## config.mk

```make
export PLATFORM = sky130hd
export DESIGN_NAME = r2fft_front
export DESIGN_NICKNAME = d
export VERILOG_FILES = /design/src/hdl/r2fft_pkg.sv /design/src/hdl/r2fft_front.sv
export SDC_FILE = /design/constraint.sdc
export NUM_CORES = 1
export LEC_CHECK = 0
export BUFFER_PORTS_ARGS = -buffer_cell sky130_fd_sc_hd__buf_4
export CELL_PAD_IN_SITES_DETAIL_PLACEMENT = 0
export CELL_PAD_IN_SITES_GLOBAL_PLACEMENT = 1
export CORE_ASPECT_RATIO = 0.8
export CORE_MARGIN = 8
export CORE_UTILIZATION = 50
export CTS_CLUSTER_SIZE = 16
export DETAILED_ROUTE_END_ITERATION = 8
export PLACE_DENSITY_LB_ADDON = 0.2
export REMOVE_ABC_BUFFERS = 1
export SYNTH_ARGS = -nofsm -noshare
export SYNTH_HDL_FRONTEND = slang
export SYNTH_SLANG_ARGS = --single-unit
```

## constraint.sdc

```tcl
create_clock -name clk_i -period 2.4 [get_ports clk_i]
set_input_delay 0.24 -clock clk_i [delete_from_list [all_inputs] [get_ports clk_i]]
set_output_delay 0.24 -clock clk_i [all_outputs]
set_load 0.02 [all_outputs]
```

## src/hdl/r2fft_pkg.sv

```systemverilog
package r2fft_pkg;

  // Frame geometry
  localparam int POINTS = 1024;
  localparam int LG     = $clog2(POINTS);
  localparam int HALF   = POINTS / 2;
  localparam int SW     = $clog2(LG);
  localparam int IDX_W  = 10;
  localparam int DW     = 28;
  localparam int TW_W   = 17;

  localparam longint unsigned PI_Q30 = 64'd3373259426;

  typedef enum logic {
    OP_LOAD,
    OP_READ
  } op_e;

  // Classified input word
  typedef struct packed {
    op_e                op;
    logic signed [15:0] re;
    logic signed [15:0] im;
    logic               inv;
  } cmd_t;

  // Result word
  typedef struct packed {
    logic signed [DW-1:0] re;
    logic signed [DW-1:0] im;
    logic [IDX_W-1:0]     idx;
    logic                 last;
    logic                 valid;
  } res_t;

  typedef struct packed {
    logic signed [DW-1:0] re;
    logic signed [DW-1:0] im;
  } cplx_t;

  typedef struct packed {
    logic signed [TW_W-1:0] c;
    logic signed [TW_W-1:0] s;
  } tw_t;

  function automatic logic [LG-1:0] bitrev(input logic [LG-1:0] v);
    logic [LG-1:0] r;
    for (int b = 0; b < LG; b++) begin
      r[LG-1-b] = v[b];
    end
    return r;
  endfunction

  function automatic logic signed [DW-1:0] sat28(input logic signed [31:0] v);
    logic signed [31:0] hi;
    logic signed [31:0] lo;
    hi = 32'sd134217727;
    lo = -32'sd134217728;
    if (v > hi) return DW'(hi);
    if (v < lo) return DW'(lo);
    return DW'(v);
  endfunction

  function automatic logic signed [TW_W-1:0] to_q15(input longint q30);
    longint r;
    r = (q30 + 64'sd16384) >>> 15;
    if (r > 64'sd32767) r = 64'sd32767;
    if (r < 64'sd0) r = 64'sd0;
    return TW_W'(r);
  endfunction

  // cos and sin of 2*pi*m/POINTS over the first octant, Taylor series in Q2.30
  function automatic tw_t octant(input int unsigned m);
    longint unsigned x;
    longint unsigned x2;
    longint unsigned ts;
    longint unsigned tc;
    longint ss;
    longint cs;
    tw_t res;
    x  = (PI_Q30 * 64'd2 * 64'(m)) / POINTS;
    x2 = (x * x + (64'd1 << 29)) >> 30;
    ts = x;
    tc = 64'd1 << 30;
    ss = longint'(x);
    cs = longint'(tc);
    for (int n = 1; n <= 5; n++) begin
      ts = ((ts * x2) >> 30) / 64'((2 * n) * (2 * n + 1));
      tc = ((tc * x2) >> 30) / 64'((2 * n - 1) * (2 * n));
      if (n % 2 == 1) begin
        ss = ss - longint'(ts);
        cs = cs - longint'(tc);
      end else begin
        ss = ss + longint'(ts);
        cs = cs + longint'(tc);
      end
    end
    res.c = to_q15(cs);
    res.s = to_q15(ss);
    return res;
  endfunction

  // Twiddle for index k < POINTS/2, elaborated as a constant table
  function automatic tw_t twiddle(input int unsigned k);
    int unsigned q;
    int unsigned e;
    int unsigned m;
    tw_t o;
    tw_t w;
    q = POINTS / 4;
    e = POINTS / 8;
    m = (k < q) ? k : k - q;
    if (m <= e) begin
      o = octant(m);
    end else begin
      w   = octant(q - m);
      o.c = w.s;
      o.s = w.c;
    end
    if (k < q) begin
      return o;
    end
    w.c = -o.s;
    w.s = o.c;
    return w;
  endfunction

endpackage

```

## src/hdl/r2fft_front.sv

```systemverilog
module r2fft_front (
  input  logic               clk_i,
  input  logic               rst_ni,
  input  logic               push_i,
  output logic               full_o,
  input  logic               action_i,
  input  logic signed [15:0] sample_real_i,
  input  logic signed [15:0] sample_imag_i,
  input  logic               inverse_i,
  output logic               cmd_valid_o,
  output r2fft_pkg::cmd_t    cmd_o,
  input  logic               cmd_pop_i
);

  localparam int Depth = 4;
  localparam int AW    = $clog2(Depth);

  r2fft_pkg::cmd_t fifo_q [Depth];
  logic [AW-1:0]   wr_ptr_q, rd_ptr_q;
  logic [AW:0]     cnt_q;
  logic            wr_en, rd_en;
  r2fft_pkg::cmd_t cmd_in;

  // classify the incoming word
  always_comb begin
    cmd_in.op  = action_i ? r2fft_pkg::OP_READ : r2fft_pkg::OP_LOAD;
    cmd_in.re  = sample_real_i;
    cmd_in.im  = sample_imag_i;
    cmd_in.inv = inverse_i;
  end

  assign full_o      = (cnt_q == (AW+1)'(Depth));
  assign cmd_valid_o = (cnt_q != '0);
  assign wr_en       = push_i && !full_o;
  assign rd_en       = cmd_pop_i && cmd_valid_o;
  assign cmd_o       = fifo_q[rd_ptr_q];

  // queue storage
  always_ff @(posedge clk_i) begin
    if (wr_en) begin
      fifo_q[wr_ptr_q] <= cmd_in;
    end
  end

  // pointers and fill count
  always_ff @(posedge clk_i or negedge rst_ni) begin
    if (!rst_ni) begin
      wr_ptr_q <= '0;
      rd_ptr_q <= '0;
      cnt_q    <= '0;
    end else begin
      if (wr_en) wr_ptr_q <= wr_ptr_q + 1'b1;
      if (rd_en) rd_ptr_q <= rd_ptr_q + 1'b1;
      if (wr_en && !rd_en) cnt_q <= cnt_q + 1'b1;
      else if (rd_en && !wr_en) cnt_q <= cnt_q - 1'b1;
    end
  end

endmodule

```

==> summary.md, run 1 <==
| Metric | Value |
|---|---|
| Clk root buf | `clkbuf_16` |
| Synth Warn # | `0` |
| Final wirelength | `9237 µm` |
| Achievable Freq | `460.6 MHz` |
| Initial Utilization | `0.5043` |
| Pleak | `2.366 nW` |
| DPL Wire Length | `5903 µm` |
| Comb power frac | `0.325` |
| Final slew viol count | `0` |
| Layout filler cell count | `739` |
| Final setup viols | `0` |
| Worst-Skew Late Latency | `0.41 ns` |
| Max Cap Viol | `0` |
| Via/cell ratio | `5.135` |
| Ys async rst share | `0.04895` |
| CP dominant cell by count | `buf_4` |
| Starting DRT DRC Count | `121` |
| Buf/Inv on CP | `2` |
| Sw Ratio | `0.3035` |
| Remaining DRCs | `0` |
| Die width | `132.0 µm` |
| Post-CTS Resized | `0` |
| Top cell type by total area after synthesis | `edfxtp_1` |
| WP data arrival | `1.93 ns` |
| Sw Pwr | `2.660 mW` |
| Synth Instances | `213` |
| Count leader, synth | `edfxtp_1` |
| Drt pass-1 iters | `3` |
| Fin cells | `465` |
| Multi-input gate area | `1017 µm²` |
| Placed Area | `6138 µm²` |
| Seq/Total Area, Yosys | `0.7909` |
| Number of antenna violations at the first check in global routing | `0` |
| Ant. Diodes | `0` |
| Inst Count DP | `432` |
| Unrepaired setup endpoints after global routing | `no` |
| WL/cell | `19.86 µm` |
| Total clock sinks | `143` |
| Synth unique cells | `21` |
| Synth area leaders | `edfxtp_1 76%, mux4_2 12%, dfrtp_1 3.3%, mux4_1 2.9%, ha_1 1.2%` |
| # Post-CTS Setup Buffers | `0` |
| Int Pwr | `6.105 mW` |
| Routed Antenna Nets | `0` |
| Clk buf depth | `2` |
| Final Cell Area | `6696 µm²` |
| H-tree Lvls | `4` |
| Syn avg cell area | `25.28 µm²` |
| Full die area | `14370 µm²` |
| GRT Util Overall | `0.1381` |
| Final #Nets | `352` |
| Worst-path fanout max | `22` |
| Slew at the pin closest to its max-slew limit | `0.5331 ns` |
| Clock-pin slew on the worst setup and hold paths | `0.06 ns` |
| Number of synthesized flops with an enable pin | `136` |
| Slowest CP cell | `dfrtp_2` |
| First-pass GRT wire length | `14680 µm` |
| Hold WC Path Type | `input pin to flip-flop` |
| Synth Flop Type | `edfxtp_1` |
| Mapped cell area | `5385 µm²` |
| Share of cells above drive strength 1 | `0.4704` |
| Critical path's top delay family | `flip-flops` |
| Yosys reg bits | `143` |
| Power density over the cells | `1309 nW/µm²` |
| Crit path time final | `2.171 ns` |
| Crit-path cells | `buf_4, mux4_2, buf_4` |
| DR vias | `2388` |
| Maximum vdd drop | `0.0008197 V` |
| CTS Buf Count | `17` |
| Global route overflow | `0` |
| Setup TNS | `0 ns` |
| Fin. Hold Viols | `0` |
| Yosys top cell area share | `0.7584` |
| CP max stage delay | `0.71 ns` |
| CP Capture Type | `output pin` |
| Core area | `10680 µm²` |
| Register Area | `4262 µm²` |
| Largest net degree at the start of global routing | `27` |
| Chip height | `108.8 µm` |
| Status | `finished clean` |
| Reg power frac | `0.402` |
| TritonCTS clock tree | `done` |
| CP Data Required Time | `2.16 ns` |
| Worst setup SP type | `flip-flop` |
| # rows | `34` |
| GPL Wtd Cong | `0.6969` |
| Io pins | `74` |
| Clock Power Share | `0.273` |
| Post-synth top cells | `136 x edfxtp_1, 28 x mux4_2, 7 x dfrtp_1, 6 x mux4_1, 5 x ha_1` |
| Relative slew slack | `0.6446` |
| # port buffers | `73` |
| WS Path Type | `flip-flop to output pin` |
| Vias in the first global route | `2694` |
| Clk_skew | `0.006487 ns` |
| Tcrit/Tclk final | `0.9045` |
| Area Overhead vs Synth | `24.35%` |
[worst paths after layout]
kind / startpoint / end / slack (ns) / cells after the start
max in group asynchronous: rst_ni / rd_ptr_q[1] / 2.08 / 2
max: rd_ptr_q[1] / cmd_o[11] / 0.23 / 3
min reg2reg: cnt_q[2] / cnt_q[2] / 0.48 / 1
max reg2reg: cnt_q[0] / cnt_q[2] / 0.29 / 8
min: sample_imag_i[4] / fifo_q[0][5] / 0.03 / 1
min in group asynchronous: rst_ni / wr_ptr_q[0] / 0.18 / 2
[power groups by stage]
stage / Sequential (mW) / Clock, mW / Combinational, mW
detailed placement: 3.59 / 0 / 2.92
CTS: 3.54 / 2.44 / 2.93
global route: 3.58 / 2.55 / 3.07
global placement: 3.56 / 0 / 2.90
finish: 3.53 / 2.39 / 2.85
floorplan: 3.66 / 0 / 1.61
[per-layer routing]
layer / global-route usage / up-vias / wire [µm]
met5: 0 / - / 0
met4: 0.04661 / 0 / 76
met3: 0.06123 / 9 / 508
met2: 0.2279 / 53 / 4665
met1: 0.1606 / 1231 / 3987
li1: - / 1095 / -
[area by class of cell]
| type | instances | area share |
|---|---|---|
| clock buffer | 18 | 0.06409 |
| clock inverter | 14 | 0.01775 |
| sequential | 143 | 0.6364 |
| timing repair buffer | 85 | 0.1013 |
| multi-input combinational | 58 | 0.1519 |
| inverter | 3 | 0.001682 |
| tap | 144 | 0.02691 |
[layout by cell type, fill, tap and decap left out, drive strengths merged]
cell / netlist / final
and2: 4 / 4
buf: 9 / 84
bufinv: 0 / 1
clkbuf: 0 / 18
clkinv: 0 / 7
clkinvlp: 0 / 4
dfrtp: 7 / 7
dlygate4sd3: 0 / 1
edfxtp: 136 / 136
fa: 1 / 1
ha: 5 / 5
inv: 3 / 5
mux2: 2 / 2
mux4: 34 / 34
nand2: 1 / 1
nand3: 1 / 1
nor2: 1 / 1
nor2b: 1 / 1
nor3b: 1 / 1
or3: 1 / 1
xnor2: 4 / 4
xor2: 2 / 2
[stage by stage]
stage               hold slack (ns)    util  power [mW]  worst slack [ns]
floorplan                  -0.05559       -       5.276          -0.08369
global placement            0.05882  0.5749       6.464            0.3429
detailed placement          0.06109  0.5749       6.512            0.2770
CTS                         0.01364  0.6271       8.912            0.1531
global route               0.008505  0.6271       9.202           0.09595
finish                      0.03206  0.6271       8.766            0.2291
[flip-flops by register name, indices dropped and copies added, names as in the netlist]
signal / count
cnt_q: 3
fifo_q: 136
wr_ptr_q: 2
rd_ptr_q: 2
[cell families (layout without fill, tap and decap cells)]
logic type	Yosys count	in the layout	share of synthesized area
flip-flops	143	143	0.7909
multiplexers	36	36	0.1513
buffers and inverters	12	120	0.02114
AND/OR/NAND/NOR	10	10	0.01162
adder cells (fa/ha/maj)	6	6	0.01533
XOR/XNOR	6	6	0.009758
[what timing repair did]
| action | 4_1_cts | 5_1_grt |
|---|---|---|
| hold buffers | 1 | 0 |
| endpoints found under the hold margin | 7 | 0 |
| endpoints found under the setup margin | 0 | 0 |
[worst reg2reg max path: cells and delay by family (launching register included)]
kind	cells	cell delay, ns
XOR/XNOR	2	0.30
adder cells (fa/ha/maj)	2	0.56
buffers and inverters	1	0.06
flip-flops	1	0.43
AND/OR/NAND/NOR	3	0.68
(Power assumes the default switching activity.)
==> inputs of run 2 (changes only) <==
REMOVE_ABC_BUFFERS = unset   (was 1)
==> summary.md, run 2 (synthesized netlist as in run 1, its figures left out) <==
| Metric | Value |
|---|---|
| CP Depth | `8 (+5)` |
| Worst-path fanout max | `4 (-82%)` |
| Slowest CP cell | `or3_1` |
| Core area | `10680 µm² (unchanged)` |
| Place WS | `0.2674 ns (-0.009657 ns)` |
| Worst Hold End | `fifo_q[3][27]` |
| Clock-pin slew on the worst setup and hold paths | `0.06 ns (about the same)` |
| Worst-Skew Late Latency | `0.41 ns (about the same)` |
| Inst Count DP | `433 (+0.23%)` |
| Clk_skew | `0.01032 ns (+0.003836 ns)` |
| Achievable Freq | `470.9 MHz (+2.2%)` |
| Starting DRT DRC Count | `144 (+19%)` |
| GRT Util Overall | `0.1336 (-0.004451)` |
| Routed Antenna Nets | `0 (unchanged)` |
| Slew at the pin closest to its max-slew limit | `0.5389 ns (+0.005801 ns)` |
| Initial Utilization | `0.5043 (unchanged)` |
| Fin. Hold Viols | `0 (unchanged)` |
| # rows | `34 (unchanged)` |
| Status | `finished clean` |
| Buf/Inv on CP | `1 (-1)` |
| Hold Crit Start | `sample_real_i[10]` |
| Setup crit start | `cnt_q[0]` |
| Total clock sinks | `143 (unchanged)` |
| Crit-path cells | `or3_1, nand2_1, ha_1, inv_1, fa_1, xor2_1, nor2_1, xor2_1` |
| TritonCTS clock tree | `done` |
| Die width | `132.0 µm (unchanged)` |
| Reg2Reg Launch Point | `cnt_q[0]` |
| H-tree Lvls | `4 (unchanged)` |
| Number of antenna violations at the first check in global routing | `0 (unchanged)` |
| Area Overhead vs Synth | `24.21%` |
| Critical path's top delay family | `simple AND/OR/NAND/NOR gates` |
| CP dominant cell by count | `xor2_1` |
| Clk buf depth | `2 (unchanged)` |
| Relative slew slack | `0.6407 (-0.003867)` |
| Hold WC Path Type | `input pin to flip-flop` |
| R2R Setup Slk | `0.28 ns (about the same)` |
| Power density over the cells | `1303 nW/µm² (-0.47%)` |
| CP max stage delay | `0.44 ns (-0.27 ns)` |
| CP Capture Type | `flip-flop` |
| Most frequent cells in the layout | `136 x edfxtp_1, 82 x buf_4, 28 x mux4_2, 17 x clkbuf_16, 6 x mux4_1` |
| Vias in the first global route | `2623 (-2.6%)` |
| Full die area | `14370 µm² (unchanged)` |
| Hold Crit Depth | `1 (unchanged)` |
| Drt pass-1 iters | `4 (+1)` |
| Largest reg by FF count | `fifo_q` |
| Largest net degree at the start of global routing | `26 (-3.7%)` |
| Clk root buf | `clkbuf_16` |
| Fin cells | `466 (+0.22%)` |
| Share of cells above drive strength 1 | `0.4596 (-0.01078)` |
| Final wirelength | `9148 µm (-0.96%)` |
| WL/cell | `19.63 µm (-1.2%)` |
| DR vias | `2409 (+0.88%)` |
| CP Data Required Time | `2.74 ns (+0.58 ns)` |
| Max Cap Viol | `0 (unchanged)` |
| Crit path time final | `2.124 ns (-0.04736 ns)` |
| Ant. Diodes | `0 (unchanged)` |
| Io pins | `74 (unchanged)` |
| Syn Nets | `257` |
| Worst setup margin | `0.2765 ns (+0.04736 ns)` |
| Max reg flops | `136 (unchanged)` |
| Global route overflow | `0 (unchanged)` |
| CTS Buf Count | `17 (unchanged)` |
| Remaining DRCs | `0 (unchanged)` |
| Chip height | `108.8 µm (unchanged)` |
| Final slew viol count | `0 (unchanged)` |
| Commonest non-fill, non-tap cell in the layout | `edfxtp_1` |
| Final #Nets | `353 (+0.28%)` |
| First-pass GRT wire length | `14050 µm (-4.3%)` |
| RR Endpoint | `cnt_q[2]` |
| GPL Wtd Cong | `0.6757 (-3.0%)` |
| # port buffers | `73 (unchanged)` |
| Maximum vdd drop | `0.0008322 V (+1.5%)` |
| Worst setup SP type | `flip-flop` |
| Tcrit/Tclk final | `0.8848 (-0.01973)` |
| Worst r2r path cells | `8 (unchanged)` |
| Largest regs | `fifo_q x136, cnt_q x3` |
| WS Path Type | `flip-flop to flip-flop` |
| WP data arrival | `2.46 ns (+0.53 ns)` |
| Setup TNS | `0 ns (unchanged)` |
| Final setup viols | `0 (unchanged)` |
| Unrepaired setup endpoints after global routing | `no` |
| DPL Wire Length | `5801 µm (-1.7%)` |
| Via/cell ratio | `5.170 (+0.66%)` |
| Pleak | `2.366 nW (about the same)` |
## run 2: changes by cell type in the layout (fill, tap and decap cells not counted), sizes merged
cell      previous run  this run
clkinv               7         8
inv                  5         3
buf                 84        85
clkinvlp             4         3
clkbuf              18        20
## run 2: how the worst max path moves through the flow
stage / to / slack [ns]
floorplan: cnt_q[2] / 0.28
global placement: cnt_q[2] / 0.36
detailed placement: cnt_q[2] / 0.27
CTS: cmd_o[2] / 0.26
global route: cnt_q[2] / 0.15
finish: cnt_q[2] / 0.28
## run 2: report_power, final
part	switching [mW]	internal, mW	leakage [nW]
Clock	0.919	1.41	0.252
Combinational	1.47	1.39	0.788
Sequential	0.222	3.31	1.33
Total	2.61	6.11	2.37
## run 2: final cells by class
class | count | area [µm²]
clock buffers | 20 | 436.7
flip-flops and latches | 143 | 4262
inverters | 3 | 11.26
repair buffers | 86 | 685.7
well taps | 144 | 180.2
fillers | 751 | 3989
multi-input cells | 58 | 1017
clock inverters | 12 | 96.34
## run 2: layer usage
layer  routed length [µm]  track usage  up-vias
li1                     -            -     1091
met1                 3785       0.1481     1246
met2                 4664       0.2239       62
met3                  573      0.05847       10
met4                  125      0.05887        0
met5                    0            0        -
## run 2: stage by stage
step / utilization / total power, mW / hold WS, ns / instance area [µm²]
floorplan: - / 5.441 / -0.05559 / 5385
global placement: 0.5756 / 6.458 / 0.06155 / 6146
detailed placement: 0.5756 / 6.500 / 0.05978 / 6146
CTS: 0.6264 / 8.840 / 0.009223 / 6689
global route: 0.6264 / 9.107 / 0.008781 / 6689
finish: 0.6264 / 8.715 / 0.02597 / 6689
## run 2: what timing repair did
action,CTS,global route
endpoints found under the hold margin,7,0
hold buffers,1,0
setup buffers,0,0
resized for setup,0,0
