[src/hdl/r2fft_pkg.sv]
package r2fft_pkg;

  // Frame geometry
  localparam int POINTS = 1024;
  localparam int LG     = $clog2(POINTS);
  localparam int HALF   = POINTS / 2;
  localparam int SW     = $clog2(LG);
  localparam int IDX_W  = 10;
  localparam int DW     = 28;
  localparam int TW_W   = 17;

  localparam longint unsigned PI_Q30 = 64'd3373259426;

  typedef enum logic {
    OP_LOAD,
    OP_READ
  } op_e;

  // Classified input word
  typedef struct packed {
    op_e                op;
    logic signed [15:0] re;
    logic signed [15:0] im;
    logic               inv;
  } cmd_t;

  // Result word
  typedef struct packed {
    logic signed [DW-1:0] re;
    logic signed [DW-1:0] im;
    logic [IDX_W-1:0]     idx;
    logic                 last;
    logic                 valid;
  } res_t;

  typedef struct packed {
    logic signed [DW-1:0] re;
    logic signed [DW-1:0] im;
  } cplx_t;

  typedef struct packed {
    logic signed [TW_W-1:0] c;
    logic signed [TW_W-1:0] s;
  } tw_t;

  function automatic logic [LG-1:0] bitrev(input logic [LG-1:0] v);
    logic [LG-1:0] r;
    for (int b = 0; b < LG; b++) begin
      r[LG-1-b] = v[b];
    end
    return r;
  endfunction

  function automatic logic signed [DW-1:0] sat28(input logic signed [31:0] v);
    logic signed [31:0] hi;
    logic signed [31:0] lo;
    hi = 32'sd134217727;
    lo = -32'sd134217728;
    if (v > hi) return DW'(hi);
    if (v < lo) return DW'(lo);
    return DW'(v);
  endfunction

  function automatic logic signed [TW_W-1:0] to_q15(input longint q30);
    longint r;
    r = (q30 + 64'sd16384) >>> 15;
    if (r > 64'sd32767) r = 64'sd32767;
    if (r < 64'sd0) r = 64'sd0;
    return TW_W'(r);
  endfunction

  // cos and sin of 2*pi*m/POINTS over the first octant, Taylor series in Q2.30
  function automatic tw_t octant(input int unsigned m);
    longint unsigned x;
    longint unsigned x2;
    longint unsigned ts;
    longint unsigned tc;
    longint ss;
    longint cs;
    tw_t res;
    x  = (PI_Q30 * 64'd2 * 64'(m)) / POINTS;
    x2 = (x * x + (64'd1 << 29)) >> 30;
    ts = x;
    tc = 64'd1 << 30;
    ss = longint'(x);
    cs = longint'(tc);
    for (int n = 1; n <= 5; n++) begin
      ts = ((ts * x2) >> 30) / 64'((2 * n) * (2 * n + 1));
      tc = ((tc * x2) >> 30) / 64'((2 * n - 1) * (2 * n));
      if (n % 2 == 1) begin
        ss = ss - longint'(ts);
        cs = cs - longint'(tc);
      end else begin
        ss = ss + longint'(ts);
        cs = cs + longint'(tc);
      end
    end
    res.c = to_q15(cs);
    res.s = to_q15(ss);
    return res;
  endfunction

  // Twiddle for index k < POINTS/2, elaborated as a constant table
  function automatic tw_t twiddle(input int unsigned k);
    int unsigned q;
    int unsigned e;
    int unsigned m;
    tw_t o;
    tw_t w;
    q = POINTS / 4;
    e = POINTS / 8;
    m = (k < q) ? k : k - q;
    if (m <= e) begin
      o = octant(m);
    end else begin
      w   = octant(q - m);
      o.c = w.s;
      o.s = w.c;
    end
    if (k < q) begin
      return o;
    end
    w.c = -o.s;
    w.s = o.c;
    return w;
  endfunction

endpackage

[src/hdl/r2fft_outq.sv]
module r2fft_outq (
  input  logic            clk_i,
  input  logic            rst_ni,
  input  logic            push_i,
  input  r2fft_pkg::res_t res_i,
  output logic            full_o,
  input  logic            pop_i,
  output logic            empty_o,
  output r2fft_pkg::res_t res_o
);

  localparam int Depth = 2;
  localparam int AW    = $clog2(Depth);

  r2fft_pkg::res_t fifo_q [Depth];
  logic [AW-1:0]   wr_ptr_q, rd_ptr_q;
  logic [AW:0]     cnt_q;
  logic            wr_en, rd_en;

  assign full_o  = (cnt_q == (AW+1)'(Depth));
  assign empty_o = (cnt_q == '0);
  assign wr_en   = push_i && !full_o;
  assign rd_en   = pop_i && !empty_o;
  assign res_o   = fifo_q[rd_ptr_q];

  // result storage
  always_ff @(posedge clk_i) begin
    if (wr_en) begin
      fifo_q[wr_ptr_q] <= res_i;
    end
  end

  // pointers and fill count
  always_ff @(posedge clk_i or negedge rst_ni) begin
    if (!rst_ni) begin
      wr_ptr_q <= '0;
      rd_ptr_q <= '0;
      cnt_q    <= '0;
    end else begin
      if (wr_en) wr_ptr_q <= wr_ptr_q + 1'b1;
      if (rd_en) rd_ptr_q <= rd_ptr_q + 1'b1;
      if (wr_en && !rd_en) cnt_q <= cnt_q + 1'b1;
      else if (rd_en && !wr_en) cnt_q <= cnt_q - 1'b1;
    end
  end

endmodule

[config.mk]
export PLATFORM = sky130hd
export DESIGN_NAME = r2fft_outq
export DESIGN_NICKNAME = d
export VERILOG_FILES = /design/src/hdl/r2fft_pkg.sv /design/src/hdl/r2fft_outq.sv
export SDC_FILE = /design/constraint.sdc
export NUM_CORES = 1
export LEC_CHECK = 0
export CAP_MARGIN = 15
export CORE_MARGIN = 3
export CORE_UTILIZATION = 56
export DETAILED_ROUTE_END_ITERATION = 12
export DONT_BUFFER_PORTS = 1
export PLACE_DENSITY = 0.73
export SYNTH_ARGS = -nofsm -noshare
export SYNTH_HDL_FRONTEND = slang
export SYNTH_SLANG_ARGS = --single-unit
export TNS_END_PERCENT = 100
[constraint.sdc]
create_clock -name clk_i -period 3.9 [get_ports clk_i]
set_clock_uncertainty 0.2 [all_clocks]
set_input_delay 0.39 -clock clk_i [delete_from_list [all_inputs] [get_ports clk_i]]
set_output_delay 0.39 -clock clk_i [all_outputs]
set_load 0.02 [all_outputs]
==> results.toml, run 1 <==
[finish]
num_antenna_cells = 0
layout.cells.non_filler = 437
layout.cells.most_common_list = "136 x sky130_fd_sc_hd__edfxtp_1, 72 x sky130_fd_sc_hd__dlygate4sd3_1, 58 x sky130_fd_sc_hd__mux2_2"
mostFrequentLayoutCell = "sky130_fd_sc_hd__edfxtp_1"
layout-drive-gt1-share = 0.310
area.growth.synth_to_final_pct = 27.1
count_of_fill_cells_added_during_filler_insertion = 499
post_layout_net_count = 389

[hold_path]
hp-start = "res_i[36]"
worstHoldPathType = "input pin to register"
hold_path_end = "fifo_q[1][36]"
hold_path_depth = 1

[worst_setup_path]
timing.rr.end = "fifo_q[0][5]"
worst-path-max-fanout = 69
timing_worst_setup_path_type = "register to primary output"
worst_ep_required_time_ps = 3310
crit_path_cell_trace = "mux2_2"
worst_ep_arrival_time_ps = 2090
r2r.worst_path.cells = 4
critPathLaunchType = "register"
endpoint_kind = "primary output"
critical_path.top_delay_family = "flip-flops"
worst_path_max_delay_cell = "sky130_fd_sc_hd__dfrtp_4"
worst-path-buf-inv = 0
worst_reg2reg_setup_slack_ps = 1600
timing.rr.start = "cnt_q[0]"
slowest_delay_ps = 1060

[die]
io_pins = 142
core.rowCount = 34
die_x_um = 102
floorplan.initialDensity = 0.584
die_area_sq_mm = 0.0104
die_height_um = 102
floorplan.core_area_sq_mm = 0.00881

[sta]
period_share = 0.688
slew_viol_final = 0
max-slew-margin-rel = 0.354
worst_max_slew_pin_slew_ps = 968
rsz0062_at_grt = "no"
hold_violations = 0
fin_crit_ps = 2680
fin_setup_tns_ps = 0
max_freq_mhz = 373
whs_ps = 340
final-setup-viol-count = 0

[clock_network]
ctsHoldBuffers = 72
tritoncts.num_buffers = 17
worst_setup_hold_path_clk_slew_ps = 60
cts.htree.levels = 4
clock_latency_ps = 500
cts_tree = "yes"
clock_tree.root_cell = "sky130_fd_sc_hd__clkbuf_8"
cts_repair_resize_count = 0
cts-root-to-sink-buffers = 2
cts.sinks = 140
cts.repair_timing.setup_buffer_count = 0

[route]
route.detailed.wl_per_inst_um = 20.5
num_vias = 2374
totalWireLength_um = 8980
detail_route.vias_per_cell = 5.43
post-route-drc-count = 0
drt-initial-drc-count = 97
drtAntennaViolNets = 0
first_pass_iters = 4

[global_route]
grt.overflow.total = 0
use_met1 = 0.206
gr-max-usage-layer = "met2"
grt_start_max_net_pins = 70
globalRouteMet3Util = 0.0608
grt_util_all_layers = 0.179
grt_antenna_before_repair = 0
grt.met2_usage = 0.309
grt_pass1_vias = 2647
wire_length_of_the_first_global_routing_pass_um = 13600

[flow_run]
cap_violations = 0

[yosys]
synth.cell_area_sq_mm = 0.00515
synthesis.nets = 304
yosys_register_bits = 140
yosysWarningCount = 0
syn_avg_cell_area_sq_um = 22.3
unique_cell_type_count_in_the_yosys_netlist = 16
synth-seq-area-share = 0.813
instance_count_of_the_mapped_netlist = 231

[placement]
gp_routability_congestion = 0.696
hpwl_um = 5070
placed_insts = 333
numPortBuffers = 0

[power_and_ir_drop]
standby_leakage_power_nw = 2.26
powerDensity_mw_per_mm2 = 780
power.total_mw = 5.10
vdd_ir_drop_max_mv = 0.882

[status]
status = "finished clean"
## stage by stage
step                      cell area, sq um  worst slack, ps   util
after floorplan                       5150              858      -
after global placement                5260             1700  0.598
after detailed placement              5260             1600  0.598
after CTS                             6540             1170  0.743
after global routing                  6540             1120  0.743
final                                 6540             1220  0.743
## registers in the layout, summed over array words and instances, names as in the netlist
name      cells
cnt_q         2
fifo_q      136
rd_ptr_q      1
wr_ptr_q      1
## Yosys cell counts, drive strengths merged
cell / number / area [sq um]
buf: 8 / 62.6
and3: 1 / 6.26
xor2: 2 / 17.5
o21ai: 1 / 5.00
inv: 2 / 7.51
edfxtp: 136 / 4080
nor2: 3 / 11.3
mux2: 68 / 803
nand2: 1 / 3.75
ha: 1 / 12.5
dfrtp: 4 / 100
nand2b: 1 / 6.26
xnor2: 3 / 26.3
## cells by family after synthesis
logic type | count (synthesis) | share of synthesized area
flops | 140 | 0.813
mux | 68 | 0.156
buf+inv | 10 | 0.0136
simple gates | 6 | 0.00535
xor+xnor | 5 | 0.00851
compound gates | 1 | 0.000972
fa+ha+maj | 1 | 0.00243
## worst max-delay path by stage
stage	startpoint	endpoint	slack, ps	depth (start not counted)
after global placement	cnt_q[0]	fifo_q[0][32]	1700	4
final	rd_ptr_q	res_o[60]	1220	1
after global routing	rd_ptr_q	res_o[1]	1120	1
after CTS	rd_ptr_q	res_o[44]	1170	1
after detailed placement	cnt_q[0]	fifo_q[0][32]	1600	4
after floorplan	cnt_q[0]	fifo_q[0][0]	860	3
## power breakdown
group / switching, mW / total, mW / leakage [nW] / internal (mW)
sequential: 0.234 / 2.30 / 1.31 / 2.06
combinational: 0.812 / 1.31 / 0.680 / 0.497
clock: 0.590 / 1.50 / 0.272 / 0.907
## routing by layer
layer	share of wire	routed length [um]	vias up
li1	-	-	1088
met1	0.37	3340	1187
met2	0.55	4950	91
met3	0.064	575	8
met4	0.012	111	0
met5	0	0	-
## area by class of cell
type                    count  area [sq um]  share of cell area
multi-input cells          81           905               0.138
clock buffers              17           414              0.0633
repair buffers             74           748               0.114
inverters                   2          7.51             0.00115
well taps                 108           135              0.0207
flip-flops and latches    140          4190               0.640
clock inverters            15           145              0.0222
No activity file was read; power rests on OpenSTA's default activity.
==> run 2, diff against run 1 <==
--- a/config.mk
+++ b/config.mk
@@ -5,12 +5,13 @@
 export SDC_FILE = /design/constraint.sdc
 export NUM_CORES = 1
 export LEC_CHECK = 0
+export ABC_AREA = 1
 export CAP_MARGIN = 15
 export CORE_MARGIN = 3
-export CORE_UTILIZATION = 56
+export CORE_UTILIZATION = 62
 export DETAILED_ROUTE_END_ITERATION = 12
 export DONT_BUFFER_PORTS = 1
-export PLACE_DENSITY = 0.73
+export PLACE_DENSITY = 0.77
 export SYNTH_ARGS = -nofsm -noshare
 export SYNTH_HDL_FRONTEND = slang
 export SYNTH_SLANG_ARGS = --single-unit
==> constraint.sdc (replaced) <==
create_clock -name clk_i -period 2.75 [get_ports clk_i]
set_clock_uncertainty 0.2 [all_clocks]
set_input_delay 0.275 -clock clk_i [delete_from_list [all_inputs] [get_ports clk_i]]
set_output_delay 0.275 -clock clk_i [all_outputs]
set_load 0.02 [all_outputs]
==> run 2 against run 1 <==
Compared with the run above: register-to-register slack lost 840 ps; global-route usage rose by 5.6 points; sequential share of layout area barely moved; wire length rose by 17%; final cell count up 34%; critical path type unchanged; largest cell class unchanged.
==> results.toml, run 2 <==
[worst_setup_path]
endpoint_kind = "primary output"
critical_path.top_delay_family = "flip-flops"
worst_ep_arrival_time_ps = 2040
worst_reg2reg_setup_slack_ps = 760
worst-path-max-fanout = 69
worst_ep_required_time_ps = 2280
critPathLaunchType = "register"
worst-path-buf-inv = 1
worst_path_max_delay_cell = "sky130_fd_sc_hd__dfrtp_4"
timing_worst_setup_path_type = "register to primary output"
r2r.worst_path.cells = 6
timing.rr.start = "cnt_q[1]"
cpMostUsedCell = "sky130_fd_sc_hd__nand2_1"
crit_path_cell_trace = "inv_6 > nand2_1 > nand2_1"
timing.rr.end = "fifo_q[0][31]"
slowest_delay_ps = 660

[yosys]
instance_count_of_the_mapped_netlist = 387
cell_taking_the_most_area_after_synthesis = "sky130_fd_sc_hd__edfxtp_1"
unique_cell_type_count_in_the_yosys_netlist = 15
yosys_register_bits = 140
synthesis.nets = 460
synth-edff-count = 136
syn_avg_cell_area_sq_um = 13.4
ys_dominant_reg_cell = "sky130_fd_sc_hd__edfxtp_1"
yosysWarningCount = 0
proportion_of_netlist_area_held_by_the_largest_area_contributor = 0.788
synth.cell_area_sq_mm = 0.00518
netlist_top_cells_count = "213 x sky130_fd_sc_hd__nand2_1, 136 x sky130_fd_sc_hd__edfxtp_1, 10 x sky130_fd_sc_hd__buf_2"
synth-seq-area-share = 0.808
synth.most_common_cell = "sky130_fd_sc_hd__nand2_1"
synth-async-reset-ratio = 0.0286
ys_top_cells_by_area = "sky130_fd_sc_hd__edfxtp_1 79%, sky130_fd_sc_hd__nand2_1 15%, sky130_fd_sc_hd__dfrtp_1 1.9%"

[clock_network]
cts-root-to-sink-buffers = 2
cts.htree.levels = 4
cts.sinks = 140
clock_latency_ps = 500
cts_tree = "yes"
cts.repair_timing.setup_buffer_count = 0
clock_tree.root_cell = "sky130_fd_sc_hd__clkbuf_8"
worst_setup_hold_path_clk_slew_ps = 60
tritoncts.num_buffers = 17

[finish]
largest_reg_flops = 136
post_layout_net_count = 541
mostFrequentLayoutCell = "sky130_fd_sc_hd__nand2_1"
max_flop_register = "fifo_q"
layout.cells.most_common_list = "213 x sky130_fd_sc_hd__nand2_1, 136 x sky130_fd_sc_hd__edfxtp_1, 72 x sky130_fd_sc_hd__dlygate4sd3_1"
count_of_fill_cells_added_during_filler_insertion = 417
finish.utilization = 0.826
layout_top_registers = "fifo_q: 136 flops, cnt_q: 2 flops"
layout-drive-gt1-share = 0.0811
area.growth.synth_to_final_pct = 26.4

[sta]
timing.final.ws_setup_ps = 234
slew_viol_final = 0
fin_crit_ps = 2520
worst_max_slew_pin_slew_ps = 489
fin_setup_tns_ps = 0
max-slew-margin-rel = 0.674
rsz0062_at_grt = "no"
whs_ps = 223
final-setup-viol-count = 0
hold_violations = 0
period_share = 0.915
max_freq_mhz = 397

[global_route]
grt_pass1_vias = 3337
grt_util_all_layers = 0.235
grt.overflow.total = 0
grt_start_max_net_pins = 70
grt_antenna_before_repair = 1
wire_length_of_the_first_global_routing_pass_um = 17000

[die]
core.rowCount = 32
io_pins = 142
die_height_um = 97.4
floorplan.core_area_sq_mm = 0.00793
floorplan.initialDensity = 0.653
die_area_sq_mm = 0.00949
die_x_um = 97.4

[route]
route.detailed.wl_per_inst_um = 18.1
first_pass_iters = 4
post-route-drc-count = 0
drtAntennaViolNets = 0
detail_route.vias_per_cell = 5.34
drt-initial-drc-count = 174
totalWireLength_um = 10600
num_vias = 3116

[hold_path]
hp-start = "res_i[36]"
hold_path_end = "fifo_q[1][36]"
hold_path_depth = 1
worstHoldPathType = "input pin to register"

[power_and_ir_drop]
sequentialPowerShare = 0.426
power.internal_mw = 4.60
vdd_ir_drop_max_mv = 0.728
clkPwrFrac = 0.291
power.total_mw = 7.37
net-switching-power_mw = 2.77
switching_share = 0.376
powerDensity_mw_per_mm2 = 1130
power.combinational.fraction = 0.283
standby_leakage_power_nw = 2.60

[placement]
hpwl_um = 5700
gp_routability_congestion = 0.764
numPortBuffers = 0
dp_worst_setup_slack_ps = 555

[status]
status = "finished clean"

[flow_run]
cap_violations = 0
==> run 2: cell types whose count changed after synthesis, sizes merged, moves of 2 or more <==
cell	previous run	this run
buf	8	15
xor2	2	0
inv	2	8
mux2	68	0
xnor2	3	1
nand2	1	213
==> run 2: cells by family after synthesis <==
group,share of synthesized area
fa+ha+maj,0.00242
compound gates,0.00193
flops,0.808
simple gates,0.161
buf+inv,0.0254
xor+xnor,0.00169
==> run 2: area by class of cell <==
class,count,area (sq um),area share
tap,102,128,0.0195
clock inverter,13,141,0.0216
antenna,1,2.50,0.000382
inverter,8,35.0,0.00535
timing repair buffer,77,758,0.116
multi-input combinational,224,872,0.133
clock buffer,19,422,0.0644
sequential,140,4190,0.640
==> run 2: power by group through the flow <==
stage,sequential (mW),clock (mW),combinational (mW)
after floorplan,3.06,0,1.78
after global placement,3.14,0,1.94
after detailed placement,3.16,0,1.98
after CTS,3.13,2.16,2.09
after global routing,3.19,2.26,2.29
final,3.14,2.15,2.08
==> run 2: how the worst max path moves through the flow <==
stage                   endpoint  slack (ps)  startpoint  cells after the start
finish                 res_o[20]         230    rd_ptr_q                      3
global route           res_o[36]         100    rd_ptr_q                      3
CTS                    res_o[58]          60    rd_ptr_q                      3
detailed placement     res_o[20]         550    rd_ptr_q                      3
global placement       res_o[31]         630    rd_ptr_q                      3
floorplan           fifo_q[0][0]           7    cnt_q[1]                      5
==> run 2: timing repair <==
item / 4_1_cts / 5_1_grt
endpoints found under the setup margin: 1 / 12
hold buffers: 72 / 0
pin swaps: 0 / 0
resized for setup: 1 / 1
endpoints found under the hold margin: 143 / 0
==> run 2: per-layer routing <==
metal,share of wire,vias up,GRT usage,wire length [um]
li1,-,1467,-,-
met1,0.35,1480,0.264,3730
met2,0.54,153,0.403,5690
met3,0.089,16,0.0976,935
met4,0.019,0,0.0884,199
met5,0,-,0,0
==> run 2: stage by stage <==
| step | area, sq um | cells |
|---|---|---|
| 6_report | 6550 | 584 |
| 3_3_place_gp | 5260 | 479 |
| 3_5_place_dp | 5260 | 479 |
| 4_1_cts | 6540 | 583 |
| 5_1_grt | 6550 | 584 |
| 2_1_floorplan | 5190 | 387 |
==> run 3, diff against run 2 <==
--- a/config.mk
+++ b/config.mk
@@ -6,12 +6,12 @@
 export NUM_CORES = 1
 export LEC_CHECK = 0
 export ABC_AREA = 1
+export BUFFER_PORTS_ARGS = -buffer_cell sky130_fd_sc_hd__buf_2
 export CAP_MARGIN = 15
 export CORE_MARGIN = 3
-export CORE_UTILIZATION = 62
+export CORE_UTILIZATION = 52
 export DETAILED_ROUTE_END_ITERATION = 12
-export DONT_BUFFER_PORTS = 1
-export PLACE_DENSITY = 0.77
+export PLACE_DENSITY = 0.78
 export SYNTH_ARGS = -nofsm -noshare
 export SYNTH_HDL_FRONTEND = slang
 export SYNTH_SLANG_ARGS = --single-unit
==> run 3 against run 2 <==
Compared with the run above: flip-flop and latch count did not move; sequential share of layout area fell by 6.9 points; die area rose by 18%; core utilization fell by 5.0 points; critical path depth rose by 1; worst hold slack improved by 74 ps; fmax rose by 0.93%; via count rose by 18%; count of clock-buffer cells in the layout fell by 2; setup slack improved by 23 ps; sequential power fell by 2%; power rose by 9.6%; critical endpoint is now res_o[39]; highest routed layer unchanged.
==> results.toml, run 3 (synthesis gave the netlist of run 2 again) <==
[worst_setup_path]
critPathLaunchType = "register"
critical_path.top_delay_family = "buffers and inverters"
crit_path_cell_trace = "inv_4 > nand2_1 > nand2_1 > buf_2"
worst-path-buf-inv = 2
worst_ep_required_time_ps = 2280
timing_worst_setup_path_type = "register to primary output"
endpoint_kind = "primary output"
slowest_delay_ps = 550
worst_ep_arrival_time_ps = 2020
cpMostUsedCell = "sky130_fd_sc_hd__nand2_1"
worst-path-max-fanout = 69
worst_path_max_delay_cell = "sky130_fd_sc_hd__inv_4"

[sta]
final-setup-viol-count = 0
max_freq_mhz = 401
fin_crit_ps = 2490
hold_violations = 0
timing.final.ws_setup_ps = 257
slew_viol_final = 0
period_share = 0.906
fin_setup_tns_ps = 0
max-slew-margin-rel = 0.543
rsz0062_at_grt = "no"
worst_max_slew_pin_slew_ps = 685

[finish]
largest_reg_flops = 136
mostFrequentLayoutCell = "sky130_fd_sc_hd__nand2_1"
layout.cells.most_common_list = "213 x sky130_fd_sc_hd__nand2_1, 141 x sky130_fd_sc_hd__buf_2, 136 x sky130_fd_sc_hd__edfxtp_1"
area.growth.synth_to_final_pct = 41.7
count_of_fill_cells_added_during_filler_insertion = 571
max_flop_register = "fifo_q"
num_antenna_cells = 0
layout-drive-gt1-share = 0.289
post_layout_net_count = 681
layout_top_registers = "fifo_q: 136 flops, cnt_q: 2 flops"

[global_route]
grt.met2_usage = 0.362
wire_length_of_the_first_global_routing_pass_um = 18800
grt_pass1_vias = 3949
gr-max-usage-layer = "met2"
globalRouteMet3Util = 0.0600
grt.overflow.total = 0
use_met1 = 0.273
grt_antenna_before_repair = 0
grt_util_all_layers = 0.218
grt_start_max_net_pins = 70

[route]
drtAntennaViolNets = 0
totalWireLength_um = 11800
route.detailed.wl_per_inst_um = 15.7
detail_route.vias_per_cell = 4.92
first_pass_iters = 4
num_vias = 3685
drt-initial-drc-count = 275
post-route-drc-count = 0

[placement]
dp_worst_setup_slack_ps = 792
hpwl_um = 6470
gp_routability_congestion = 0.742
numPortBuffers = 141

[die]
die_height_um = 106
floorplan.initialDensity = 0.548
core.rowCount = 35
die_area_sq_mm = 0.0112
io_pins = 142
die_x_um = 106
floorplan.core_area_sq_mm = 0.00946

[hold_path]
worstHoldPathType = "input pin to register"

[power_and_ir_drop]
vdd_ir_drop_max_mv = 0.670
standby_leakage_power_nw = 3.19
powerDensity_mw_per_mm2 = 1100

[clock_network]
clock_tree.root_cell = "sky130_fd_sc_hd__clkbuf_8"
cts.htree.levels = 4
cts_tree = "yes"
cts.sinks = 140
cts_repair_resize_count = 0
worst_setup_hold_path_clk_slew_ps = 60
cts-root-to-sink-buffers = 2
tritoncts.num_buffers = 17
clock_latency_ps = 490

[status]
status = "finished clean"

[flow_run]
cap_violations = 0
==> run 3: per-stage QoR <==
stage	hold slack (ps)	util	cells	cell area [sq um]	total power, mW
2_1_floorplan	-221	-	387	5190	4.84
3_3_place_gp	-111	0.636	646	6010	5.64
3_5_place_dp	-109	0.636	646	6010	5.70
4_1_cts	271	0.776	749	7340	8.10
5_1_grt	283	0.776	749	7340	8.50
6_report	296	0.776	749	7340	8.08
==> run 3: metal layers <==
layer	part of all wire	wire (um)
met1	0.41	4850
met4	0.018	215
met2	0.50	5880
met3	0.070	823
met5	0	0
==> run 3: path summary, 6_finish.rpt <==
check,start,end,slack (ps),cells past startpoint
setup / recovery,rd_ptr_q,res_o[39],260,4
hold / removal,res_i[37],fifo_q[1][37],300,2
setup reg to reg,cnt_q[1],fifo_q[1][43],850,4
hold reg to reg,wr_ptr_q,wr_ptr_q,320,2
max in group asynchronous,rst_ni,rd_ptr_q,1640,3
min in group asynchronous,rst_ni,rd_ptr_q,520,3
==> run 3: cell type report <==
| type | count | area, sq um | area share |
|---|---|---|---|
| Multi-Input combinational cell | 224 | 872 | 0.119 |
| Clock inverter | 14 | 193 | 0.0263 |
| Sequential cell | 140 | 4190 | 0.570 |
| Clock buffer | 17 | 414 | 0.0564 |
| Inverter | 8 | 32.5 | 0.00443 |
| Timing Repair Buffer | 217 | 1480 | 0.202 |
| Tap cell | 129 | 161 | 0.0220 |
==> run 3: what timing repair did <==
item	4_1_cts	5_1_grt
endpoints found under the hold margin	142	0
hold buffers	72	0
buffers inserted	0	0
==> run 3: where the power goes <==
| part | internal, mW | switching, mW |
|---|---|---|
| registers | 2.91 | 0.158 |
| logic | 0.788 | 1.90 |
| clock network | 1.47 | 0.847 |
| total | 5.17 | 2.91 |
